==> src/design/apsp_pkg.sv <==
`default_nettype none
package apsp_pkg;

	localparam int NV_W     = 5;
	localparam int OP_W     = 2;
	localparam int VTX_W    = 4;
	localparam int WEIGHT_W = 16;
	localparam int HOP_W    = 4;
	localparam logic [NV_W-1:0] NV_RESET = 5'd16;

	typedef enum logic [OP_W-1:0] {
		OP_WRITE = 2'd0,
		OP_RUN   = 2'd1,
		OP_QUERY = 2'd2
	} opcode_t;

	typedef enum logic [3:0] {
		S_IDLE,
		S_WRITE,
		S_CP_RD,
		S_CP_WR,
		S_ROW_RD,
		S_ROW_LD,
		S_REL_RD,
		S_REL_WR,
		S_Q_RD,
		S_DONE
	} state_t;

	typedef enum logic [1:0] {
		RD_COPY,
		RD_ROW,
		RD_REL,
		RD_QUERY
	} rd_sel_t;

	typedef enum logic [2:0] {
		CNT_HOLD,
		CNT_CLR,
		CNT_J,
		CNT_JI,
		CNT_JIK
	} cnt_op_t;

	typedef struct packed {
		logic    cap;
		logic    edge_we;
		rd_sel_t rd_sel;
		logic    copy_we;
		logic    hold_ik;
		logic    relax;
		cnt_op_t cnt_op;
		logic    out_load;
	} cmd_t;

	typedef struct packed {
		logic n_zero;
		logic last_i;
		logic last_j;
		logic last_k;
		logic out_free;
	} stat_t;

endpackage
`default_nettype wire

==> src/design/apsp_ctrl.sv <==
`default_nettype none
module apsp_ctrl (
	input  wire logic             clk,
	input  wire logic             arst_n,
	input  wire logic             in_valid,
	input  wire logic [1:0]       opcode,
	output logic                  in_stall,
	input  wire apsp_pkg::stat_t  stat,
	output apsp_pkg::cmd_t        cmd
);

	apsp_pkg::state_t state_q, state_nxt;
	logic accept;

	assign in_stall = (state_q != apsp_pkg::S_IDLE);
	assign accept   = in_valid && (state_q == apsp_pkg::S_IDLE);

	always_ff @(posedge clk or negedge arst_n) begin
		if (!arst_n) begin
			state_q <= apsp_pkg::S_IDLE;
		end else begin
			state_q <= state_nxt;
		end
	end

	always_comb begin
		state_nxt = state_q;
		case (state_q)
			apsp_pkg::S_IDLE: begin
				if (accept) begin
					case (opcode)
						apsp_pkg::OP_WRITE: state_nxt = apsp_pkg::S_WRITE;
						apsp_pkg::OP_RUN:   state_nxt = apsp_pkg::S_CP_RD;
						apsp_pkg::OP_QUERY: state_nxt = apsp_pkg::S_Q_RD;
						default:            state_nxt = apsp_pkg::S_DONE;
					endcase
				end
			end
			apsp_pkg::S_WRITE: state_nxt = apsp_pkg::S_DONE;
			apsp_pkg::S_Q_RD:  state_nxt = apsp_pkg::S_DONE;
			apsp_pkg::S_CP_RD: begin
				if (stat.n_zero) begin
					state_nxt = apsp_pkg::S_DONE;
				end else begin
					state_nxt = apsp_pkg::S_CP_WR;
				end
			end
			apsp_pkg::S_CP_WR: begin
				if (stat.last_j && stat.last_i) begin
					state_nxt = apsp_pkg::S_ROW_RD;
				end else begin
					state_nxt = apsp_pkg::S_CP_RD;
				end
			end
			apsp_pkg::S_ROW_RD: state_nxt = apsp_pkg::S_ROW_LD;
			apsp_pkg::S_ROW_LD: state_nxt = apsp_pkg::S_REL_RD;
			apsp_pkg::S_REL_RD: state_nxt = apsp_pkg::S_REL_WR;
			apsp_pkg::S_REL_WR: begin
				if (!stat.last_j) begin
					state_nxt = apsp_pkg::S_REL_RD;
				end else if (stat.last_i && stat.last_k) begin
					state_nxt = apsp_pkg::S_DONE;
				end else begin
					state_nxt = apsp_pkg::S_ROW_RD;
				end
			end
			apsp_pkg::S_DONE: begin
				if (stat.out_free) begin
					state_nxt = apsp_pkg::S_IDLE;
				end
			end
			default: state_nxt = apsp_pkg::S_IDLE;
		endcase
	end

	always_comb begin
		cmd          = '0;
		cmd.rd_sel   = apsp_pkg::RD_QUERY;
		cmd.cnt_op   = apsp_pkg::CNT_HOLD;
		case (state_q)
			apsp_pkg::S_IDLE: begin
				if (accept) begin
					cmd.cap    = 1'b1;
					cmd.cnt_op = apsp_pkg::CNT_CLR;
				end
			end
			apsp_pkg::S_WRITE: cmd.edge_we = 1'b1;
			apsp_pkg::S_Q_RD:  cmd.rd_sel  = apsp_pkg::RD_QUERY;
			apsp_pkg::S_CP_RD: cmd.rd_sel  = apsp_pkg::RD_COPY;
			apsp_pkg::S_CP_WR: begin
				cmd.rd_sel  = apsp_pkg::RD_COPY;
				cmd.copy_we = 1'b1;
				if (stat.last_j && stat.last_i) begin
					cmd.cnt_op = apsp_pkg::CNT_CLR;
				end else if (stat.last_j) begin
					cmd.cnt_op = apsp_pkg::CNT_JI;
				end else begin
					cmd.cnt_op = apsp_pkg::CNT_J;
				end
			end
			apsp_pkg::S_ROW_RD: cmd.rd_sel = apsp_pkg::RD_ROW;
			apsp_pkg::S_ROW_LD: begin
				cmd.rd_sel  = apsp_pkg::RD_ROW;
				cmd.hold_ik = 1'b1;
			end
			apsp_pkg::S_REL_RD: cmd.rd_sel = apsp_pkg::RD_REL;
			apsp_pkg::S_REL_WR: begin
				cmd.rd_sel = apsp_pkg::RD_REL;
				cmd.relax  = 1'b1;
				if (!stat.last_j) begin
					cmd.cnt_op = apsp_pkg::CNT_J;
				end else if (!stat.last_i) begin
					cmd.cnt_op = apsp_pkg::CNT_JI;
				end else if (!stat.last_k) begin
					cmd.cnt_op = apsp_pkg::CNT_JIK;
				end
			end
			apsp_pkg::S_DONE: cmd.out_load = stat.out_free;
			default: ;
		endcase
	end

endmodule
`default_nettype wire

==> config.mk <==
export PLATFORM = sky130hd
export DESIGN_NAME = apsp_ctrl
export DESIGN_NICKNAME = d
export VERILOG_FILES = /design/src/design/apsp_pkg.sv /design/src/design/apsp_ctrl.sv
export SDC_FILE = /design/constraint.sdc
export NUM_CORES = 1
export LEC_CHECK = 0
export BUFFER_PORTS_ARGS = -buffer_cell sky130_fd_sc_hd__buf_2
export CELL_PAD_IN_SITES_DETAIL_PLACEMENT = 0
export CELL_PAD_IN_SITES_GLOBAL_PLACEMENT = 1
export CORE_MARGIN = 4
export CORE_UTILIZATION = 33
export DETAILED_ROUTE_END_ITERATION = 7
export GPL_ROUTABILITY_DRIVEN = 0
export PLACE_DENSITY = 0.87
export SYNTH_ARGS = -nofsm -noshare
export SYNTH_HDL_FRONTEND = slang
export SYNTH_SLANG_ARGS = --single-unit
==> constraint.sdc <==
create_clock -name clk -period 3.6 [get_ports clk]
set_clock_uncertainty 0.15 [all_clocks]
set_input_delay 0.36 -clock clk [delete_from_list [all_inputs] [get_ports clk]]
set_output_delay 0.36 -clock clk [all_outputs]
set_load 0.02 [all_outputs]
# ---- After elaboration in Yosys (flattened, before gate mapping)
# Index checks and enable logic that the tools add are counted.
dict set report word_totals {
  regBits 4
  input_bits 10
  out_inout_bits 12
  word_cells 48
}
dict set report classes {
  n_eq_ne 13
  n_mux 23
  n_reduce_logical 11
}
# operator count
set ops {}
lappend ops {{$pmux 4 s9} 1}
lappend ops {{$mux 4} 5}
lappend ops {{$eq 4x3->1 const B} 4}
lappend ops {{$mux 3} 5}
lappend ops {{$pmux 4 s3} 1}
lappend ops {{$mux 1} 9}
lappend ops {{$pmux 3 s3} 1}
lappend ops {{$eq 4x2->1 const B} 2}
lappend ops {{$eq 4x4->1 const B} 2}
lappend ops {{$reduce_or 2->1} 4}
lappend ops {{$pmux 2 s3} 1}
lappend ops {{$eq 4x1->1 const B} 1}
lappend ops {{$logic_not 4->1} 1}
lappend ops {{$ne 2x2->1 const B} 2}
lappend ops {{$reduce_bool 4->1} 1}
lappend ops {{$logic_and 1x1->1} 3}
lappend ops {{$eq 2x1->1 const B} 1}
lappend ops {{$eq 2x2->1 const B} 1}
lappend ops {{$logic_not 2->1} 1}
lappend ops {{$reduce_and 2->1} 1}

# ---- Logic depth before layout (Yosys ltp)
# Gate-level depths: netlist of the first run.
dict set report logic_depth {
  word_depth 4
  ltp_mapped 6
  depth_no_buf 6
}

# ---- Worst setup path before layout of the first run
# Ideal clock, no wire load.
dict set report synth_path {
  kind {register to output}
  startpoint {register state_q[3]}
  endpoint {output port cmd[3] (netlist name)}
  arrival_ns 1.308
  required_time_ns 3.090
  slack_ns 1.782
  path_stages_with_launch 5
  n_path_buf 2
  path_cell_list {dfrtp_1 buf_2 buf_2 nand2b_1 nor3_1}
}
# element line_no
set synth_lines {}
lappend synth_lines {{start: declaration} apsp_ctrl.sv:12} ;# apsp_pkg::state_t state_q, state_nxt;
lappend synth_lines {{start signal: assignment} apsp_ctrl.sv:20} ;# state_q <= apsp_pkg::S_IDLE;
lappend synth_lines {{start signal: assignment} apsp_ctrl.sv:22} ;# state_q <= state_nxt;
lappend synth_lines {{end: declaration} apsp_ctrl.sv:9} ;# output apsp_pkg::cmd_t cmd

==> flow_summary.yaml, run 1 <==
pwr:
  p_sw_uw: 259
  power_density_nw_per_um2: 817
  pwr-share-clk: 0.111
  p_sw_frac: 0.516
  p_int_uw: 243
  p_comb_frac: 0.618
  power_uw: 502
  ir_worst_vdd_mv: 0.279
  leakagePower_uw: 0.000318
  p_seq_frac: 0.271
critical_path:
  ff2ff_path_depth: 4
  crit_buf_inv: 1
  r2r_start: "state_q[3]"
  crit_path_cell_trace: "nand2b_1 -> nor3b_1 -> and2_1 -> buf_2"
  worst_ep_arrival_time_ns: 1.69
  cp.required_ns: 3.09
  worstReg2RegEnd: "state_q[3]"
  cp_top_family: "simple AND/OR/NAND/NOR gates"
  reg2reg_slack_ns: 1.92
  cp_max_fo: 12
  slowest_stage: "dfrtp_1"
  crit_path_end_kind: "output pin"
  path_class: "flip-flop to output pin"
  worstSetupStartpointType: "flip-flop"
  max_stage_delay_ns: 0.53
floorplan:
  die_area_um2: 2150
  fp-row-count: 13
  pin_count: 22
  fp.dieW_um: 46.4
  initial_utilization: 0.361
  die_h_um: 46.4
  core-area_um2: 1350
yosys:
  synth_area_um2: 487
  yosys.area.top_type_share: 0.206
  avgSynthCellArea_um2: 7.60
  synth_nets: 77
  yosysWarnings: 0
  yosysUniqueCellTypes: 30
  yosysSeqAreaShare: 0.206
  syn_inst: 64
  synthTopCellsByArea: "dfrtp_1, ha_1, nor2_1"
  yosysTopAreaCell: "dfrtp_1"
  ys_seq_elements: 4
clocking:
  cts_made_buffers: 3
  cts.sinks: 4
  h-tree-depth: 1
  cts_root_buffer: "clkbuf_4"
  clkLatencyLatePin_ns: 0.23
  post_cts_resized: 0
  clkTransAtPathRegs_ns: 0.04
  cts_buffer_depth: 2
  cts_tree: "yes"
route:
  drt-total-wl_mm: 1.20
  first_pass_iters: 3
  detail-route-antenna-nets: 0
  drc_errors: 0
  wl_per_cell_um: 12.0
  vias: 521
  initialDrtViolationCount: 6
  vias_per_cell: 5.21
layout:
  largest_register_ffs: 4
  final_common_cell: "buf_2"
  top_regs: "state_q: 4 flops"
  fin_nets: 100
  regMostFlops: "state_q"
  final_cells: 100
  syn_to_final_growth_pct: 26.2
  diodes: 0
  drive_gt1_frac: 0.306
  layout_common_cells: "buf_2, nor2_1, nand2_1, nor3_1"
timing:
  hold_ws_ns: 0.293
  fin_crit_sh: 0.612
  rsz0062_at_grt: "false"
  slew_headroom: 0.662
  fmax_ghz: 0.454
  worst_pin_slew_ns: 0.507
  setup_slack_ns: 1.40
  setup_tns_ns: 0
  hold_viol: 0
  finalMaxSlewViolations: 0
  finalSetupViolations: 0
  final.min_clock_period_ns: 2.20
global_route:
  grt_pass1_vias: 443
  antenna_found_initial: 0
  grt_start_max_net_pins: 18
  grt_pass1_wl_mm: 1.94
  grt_overflow: 0
  track_usage: 0.128
place:
  post-place-ws_ns: 1.67
  dp_cells: 96
  portBuffers: 21
  dp_hpwl_um: 905
min_path:
  min_path_type: "input port to flip-flop"
  hold_end: "state_q[3]"
  min_path_cells: 3
  hold_start: "stat[0]"
outcome:
  outcome: "completed"
flow_run:
  drv_cap: 0
==> cells by family after synthesis <==
logic type                 count (synthesis)  synth area share
and+or+nand+nor                           33             0.357
buffers and inverters                      8            0.0900
DFF                                        4             0.206
AOI/OAI and AO/OA                         13             0.211
xor gates and xnor gates                   1            0.0180
adders and majority gates                  3            0.0771
muxes                                      2            0.0411
==> per-stage QoR <==
stage               utilization  instance area [um^2]
floorplan                     -                   487
global route              0.455                   614
finish                    0.455                   614
CTS                       0.455                   614
detailed placement        0.431                   582
global placement          0.431                   582
==> per-layer routing <==
layer  vias up  wire [um]  track usage
met1       238        507        0.150
met3         2        117       0.0508
met2        16        558        0.198
met5         -          0            0
met4         0         12       0.0682
li1        265          -            -
==> cells in the mapped netlist <==
cell,count
a22o_1,1
buf_4,1
buf_2,2
a21oi_1,3
o21a_1,1
a221o_1,1
nor3_4,1
nand2_1,6
xor2_1,1
and2b_1,1
a21boi_0,1
nand2b_1,4
mux2i_1,2
nor3b_1,1
ha_1,3
a211o_1,1
inv_1,4
buf_6,1
and2_1,1
o211a_1,1
nand3b_1,1
a22oi_1,1
a21o_1,1
o21ai_0,1
nor2_1,10
and3_1,1
a2111oi_2,1
nor3_1,5
dfrtp_1,4
nand4_1,2
==> power by group through the flow <==
stage | sequential [uW] | combinational (uW) | clock [uW]
after floorplan | 88.2 | 289 | 0
after global placement | 133 | 309 | 0
after detailed placement | 134 | 310 | 0
after CTS | 135 | 313 | 58.3
after global routing | 145 | 342 | 62.0
final | 136 | 310 | 55.7
==> worst reg2reg max path: cells and delay by family (launching register included) <==
kind / cells / cell delay, ns
AOI/OAI and AO/OA: 3 / 0.61
DFF: 1 / 0.64
and+or+nand+nor: 1 / 0.17
==> repair_timing <==
| action | CTS | global route |
|---|---|---|
| setup buffers | 0 | 0 |
| endpoints found under the hold margin | 4 | 0 |
| hold buffers | 1 | 0 |
==> worst max path at each step <==
stage,start,end,slack [ns],depth (start not counted)
final,state_q[1],cmd[0],1.40,4
after global routing,state_q[1],cmd[0],1.22,4
after CTS,state_q[1],cmd[0],1.39,4
after detailed placement,state_q[1],cmd[0],1.67,4
after global placement,state_q[1],cmd[0],1.74,4
after floorplan,state_q[3],cmd[3],1.78,4
==> cell type report <==
type | instances | area (um^2)
inverter | 4 | 15.0
timing repair buffer | 22 | 115
fill | 149 | 736
tap | 15 | 18.8
multi-input combinational | 52 | 343
clock buffer | 3 | 22.5
sequential | 4 | 100
Note: power is estimated with default switching activity, not from simulation.
==> run 2, diff against run 1 <==
Settings changed: CORE_UTILIZATION 33 to 27, PLACE_DENSITY 0.87 to 0.77.
Clock period 3.6 ns to 1.9 ns, I/O delays scaled along.
==> run 2 against run 1 <==
Against the previous run: routed wire length grew 5.6%; power up 100%; setup slack got worse by 1.3 ns; via count fell by 1.3%; first-iteration DRC count is 50% lower; count of clock-buffer cells in the layout unchanged; cell area up 5.7%; largest cell class unchanged.
==> flow_summary.yaml, run 2 (same netlist as run 1, synthesis figures left out) <==
global_route:
  antenna_found_initial: 0
  grt_start_max_net_pins: 18
  track_usage: 0.111
  grt_pass1_wl_mm: 2.17
  grt_pass1_vias: 518
  grt_overflow: 0
critical_path:
  crit_path_cell_trace: "nor3_4 -> a22oi_1 -> nor2_1 -> buf_2"
  worstSetupStartpointType: "flip-flop"
  path_class: "flip-flop to output pin"
  slowest_stage: "dfrtp_1"
  ff2ff_path_depth: 3
  crit_path_end_kind: "output pin"
  max_stage_delay_ns: 0.56
  cp.required_ns: 1.56
  crit_buf_inv: 1
  cp_top_family: "flip-flops"
  worst_ep_arrival_time_ns: 1.47
  cp.depth: 4
  cp_max_fo: 15
floorplan:
  initial_utilization: 0.285
  fp.dieW_um: 50.5
  die_area_um2: 2550
  pin_count: 22
  core-area_um2: 1710
  fp-row-count: 15
  die_h_um: 50.5
pwr:
  pwr-share-clk: 0.110
  power_density_nw_per_um2: 1560
  p_sw_uw: 512
  p_sw_frac: 0.506
  p_int_uw: 501
  p_seq_frac: 0.234
  leakagePower_uw: 0.000328
  ir_worst_vdd_mv: 0.584
  p_comb_frac: 0.656
timing:
  rsz0062_at_grt: "false"
  fmax_ghz: 0.554
  worst_pin_slew_ns: 0.526
  hold_viol: 0
  finalSetupViolations: 0
  hold_ws_ns: 0.118
  finalMaxSlewViolations: 0
  slew_headroom: 0.650
  setup_tns_ns: 0
  fin_crit_sh: 0.951
  final.min_clock_period_ns: 1.81
layout:
  n_fill_cell: 181
  final_common_cell: "buf_2"
  layout_common_cells: "buf_2, nor2_1, nand2_1, nor3_1"
  register_area_um2: 103
  syn_to_final_growth_pct: 33.4
  largest_register_ffs: 4
  finish.utilization: 0.380
  top_regs: "state_q: 4 flops"
  multi_input_comb_area_um2: 348
  diodes: 0
  regMostFlops: "state_q"
  fin_nets: 102
  finish.instance_area_um2: 649
  drive_gt1_frac: 0.356
flow_run:
  drv_cap: 0
route:
  wl_per_cell_um: 11.3
  detail-route-antenna-nets: 0
  drt-total-wl_mm: 1.26
  vias_per_cell: 4.59
  first_pass_iters: 2
  initialDrtViolationCount: 3
  drc_errors: 0
  vias: 514
min_path:
  min_path_type: "input port to asynchronous set/reset pin"
clocking:
  postCtsSetupBuffers: 0
  cts_made_buffers: 3
  clkTransAtPathRegs_ns: 0.04
  cts_root_buffer: "clkbuf_4"
  h-tree-depth: 1
  cts_tree: "yes"
  cts_buffer_depth: 2
  clkLatencyLatePin_ns: 0.24
  cts.sinks: 4
outcome:
  outcome: "completed"
place:
  placed_area_um2: 609
  portBuffers: 21
  dp_hpwl_um: 965
==> run 2: cell count changes in the layout (fill, tap and decap cells not counted), sizes merged <==
| cell | change |
|---|---|
| buf | +2 |
==> run 2: final timing paths <==
check | from | endpoint | slack (ns)
worst max-delay path | state_q[2] | cmd[1] | 0.09
worst min-delay path | arst_n | state_q[3] | 0.12
min in group clk | stat[0] | state_q[3] | 0.12
worst max register to register | state_q[2] | state_q[1] | 0.22
max in group asynchronous | arst_n | state_q[0] | 1.34
worst min register to register | state_q[3] | state_q[2] | 0.50
==> run 2: layout make-up <==
type                       instances  area share
timing repair buffer              24       0.200
tap                               25      0.0482
clock buffer                       3      0.0347
inverter                           4      0.0231
multi-input combinational         52       0.536
sequential                         4       0.158
==> run 2: per-stage QoR <==
stage / std cells / power (uW) / worst slack (ns)
2_1_floorplan: 64 / 714 / 0.252
3_3_place_gp: 108 / 881 / 0.260
3_5_place_dp: 108 / 889 / 0.234
4_1_cts: 112 / 1010 / 0.0433
5_1_grt: 112 / 1090 / 0.0113
6_report: 112 / 1010 / 0.0936
==> run 2: what timing repair did <==
| item | 4_1_cts | 5_1_grt |
|---|---|---|
| hold buffers | 1 | 0 |
| setup endpoints to repair | 1 | 1 |
| endpoints found under the hold margin | 4 | 0 |
| gates resized for setup | 2 | 1 |
==> run 2: power by group through the flow <==
stage / Clock, uW / Combinational [uW] / Sequential (uW)
floorplan: 0 / 547 / 167
CTS: 113 / 659 / 236
global route: 118 / 726 / 250
global placement: 0 / 651 / 231
detailed placement: 0 / 656 / 233
finish: 111 / 664 / 237
==> run 2: metal layers <==
metal  global-route usage  up-vias  share of wire
met5                    0        -              0
met4               0.0807        0          0.024
met3               0.0178        4          0.056
met2                0.172       17           0.45
met1                0.139      222           0.47
li1                     -      271              -
==> run 3, diff against run 2 <==
Settings changed: PLACE_DENSITY 0.77 to 0.83.
==> run 3 against run 2 <==
Against the previous run: flip-flop and latch count unchanged; via count increased by 0.39%; clock power decreased by 6%; hold slack improved by 0.017 ns; critical path depth unchanged; global-route usage decreased by 0.68 points; register-to-register slack improved by 0.13 ns; largest cell class unchanged; fmax increased by 1.0%; cell area decreased by 0.96%; core utilization decreased by 0.37 points; highest routed layer unchanged; combinational power decreased by 5.1%; die area unchanged.
==> flow_summary.yaml, run 3 (same netlist as run 1, synthesis figures left out) <==
timing:
  finalSetupViolations: 0
  fmax_ghz: 0.559
  fin_crit_sh: 0.941
  final.min_clock_period_ns: 1.79
  worst_pin_slew_ns: 0.308
  hold_viol: 0
  rsz0062_at_grt: "false"
  setup_tns_ns: 0
  finalMaxSlewViolations: 0
  slew_headroom: 0.794
critical_path:
  worst_ep_arrival_time_ns: 1.45
  slowest_stage: "dfrtp_1"
  crit_path_cell_trace: "nand2b_1 -> nor3b_2 -> and2_1 -> buf_2"
  r2r_start: "state_q[1]"
  path_class: "flip-flop to output pin"
  ff2ff_path_depth: 5
  crit_buf_inv: 1
  worstReg2RegEnd: "state_q[3]"
  reg2reg_slack_ns: 0.35
  crit_path_end_kind: "output pin"
  cp_top_family: "simple AND/OR/NAND/NOR gates"
  max_stage_delay_ns: 0.44
  cp_max_fo: 5
  cp.required_ns: 1.56
  worstSetupStartpointType: "flip-flop"
floorplan:
  pin_count: 22
  initial_utilization: 0.285
  fp.dieW_um: 50.5
  die_h_um: 50.5
  fp-row-count: 15
  core-area_um2: 1710
  die_area_um2: 2550
pwr:
  p_seq_frac: 0.252
  pwr-share-clk: 0.106
  p_comb_frac: 0.642
  p_sw_uw: 498
  p_int_uw: 483
  ir_worst_vdd_mv: 0.675
  leakagePower_uw: 0.000322
  power_density_nw_per_um2: 1530
  p_sw_frac: 0.507
clocking:
  cts_root_buffer: "clkbuf_4"
  clkTransAtPathRegs_ns: 0.04
  cts_tree: "yes"
  cts_made_buffers: 3
  cts_buffer_depth: 2
  h-tree-depth: 1
  cts.sinks: 4
  postCtsSetupBuffers: 0
  clkLatencyLatePin_ns: 0.24
layout:
  diodes: 0
  layout_common_cells: "buf_2, nor2_1, nand2_1, nor3_1"
  drive_gt1_frac: 0.360
  final_common_cell: "buf_2"
  syn_to_final_growth_pct: 32.1
  final_cells: 111
  regMostFlops: "state_q"
  fin_nets: 101
  top_regs: "state_q: 4 flops"
  largest_register_ffs: 4
min_path:
  min_path_type: "input port to flip-flop"
  hold_end: "state_q[0]"
  hold_start: "stat[0]"
  min_path_cells: 3
route:
  vias: 516
  vias_per_cell: 4.65
  wl_per_cell_um: 11.3
  drc_errors: 0
  initialDrtViolationCount: 10
  first_pass_iters: 5
  detail-route-antenna-nets: 0
  drt-total-wl_mm: 1.25
place:
  dp_hpwl_um: 985
  dp_cells: 107
  portBuffers: 21
global_route:
  antenna_found_initial: 0
  grt_pass1_wl_mm: 2.04
  grt_overflow: 0
  grt_pass1_vias: 483
  grt_start_max_net_pins: 18
  track_usage: 0.105
flow_run:
  drv_cap: 0
outcome:
  outcome: "completed"
-- run 3: cell count changes in the layout (fill, tap and decap cells not counted), sizes merged --
cell and delta:
buf -1
-- run 3: worst reg2reg max path, stage by stage, from the launching register on --
cell and delay (ns):
dfrtp_1 0.44, buf_4 0.20, nand3b_1 0.08, o21ai_0 0.08
a211o_1 0.29, a22o_1 0.20
-- run 3: area by class of cell --
| class | count | area (um^2) |
|---|---|---|
| Fill cell | 191 | 1060 |
| Multi-Input combinational cell | 52 | 348 |
| Timing Repair Buffer | 23 | 123 |
| Sequential cell | 4 | 104 |
| Tap cell | 25 | 31.3 |
| Clock buffer | 3 | 22.5 |
| Inverter | 4 | 15.0 |
-- run 3: layer usage --
layer | vias up | track usage | share of wire
met2 | 18 | 0.170 | 0.46
li1 | 270 | - | -
met5 | - | 0 | 0
met3 | 2 | 0.0297 | 0.060
met4 | 0 | 0.0538 | 0.017
met1 | 226 | 0.124 | 0.46
-- run 3: timing repair --
action                                  in CTS  in global routing
endpoints found under the setup margin       1                  2
gates resized for setup                      1                  3
hold buffers                                 1                  0
endpoints found under the hold margin        4                  0
-- run 3: power by group through the flow --
stage / Sequential, uW / Clock, uW / Combinational, uW
final: 247 / 104 / 630
after CTS: 239 / 107 / 628
after global routing: 258 / 120 / 689
after floorplan: 167 / 0 / 547
after detailed placement: 238 / 0 / 625
after global placement: 236 / 0 / 623
-- run 3: how the worst max path moves through the flow --
| stage | from | to | depth (start not counted) |
|---|---|---|---|
| floorplan | state_q[3] | cmd[3] | 4 |
| global placement | state_q[0] | cmd[0] | 4 |
| detailed placement | state_q[0] | cmd[0] | 4 |
| CTS | state_q[3] | cmd[0] | 3 |
| global route | state_q[1] | cmd[1] | 5 |
| finish | state_q[1] | cmd[0] | 4 |
-- run 3: per-stage QoR --
stage,util,area [um^2],hold slack (ns),setup slack (ns),power (uW)
finish,0.377,643,0.134,0.112,981
global route,0.377,643,0.143,0.00643,1070
CTS,0.372,636,0.127,0.00785,974
detailed placement,0.352,602,-0.156,0.212,864
global placement,0.352,602,-0.155,0.235,859
floorplan,-,487,-0.256,0.252,714
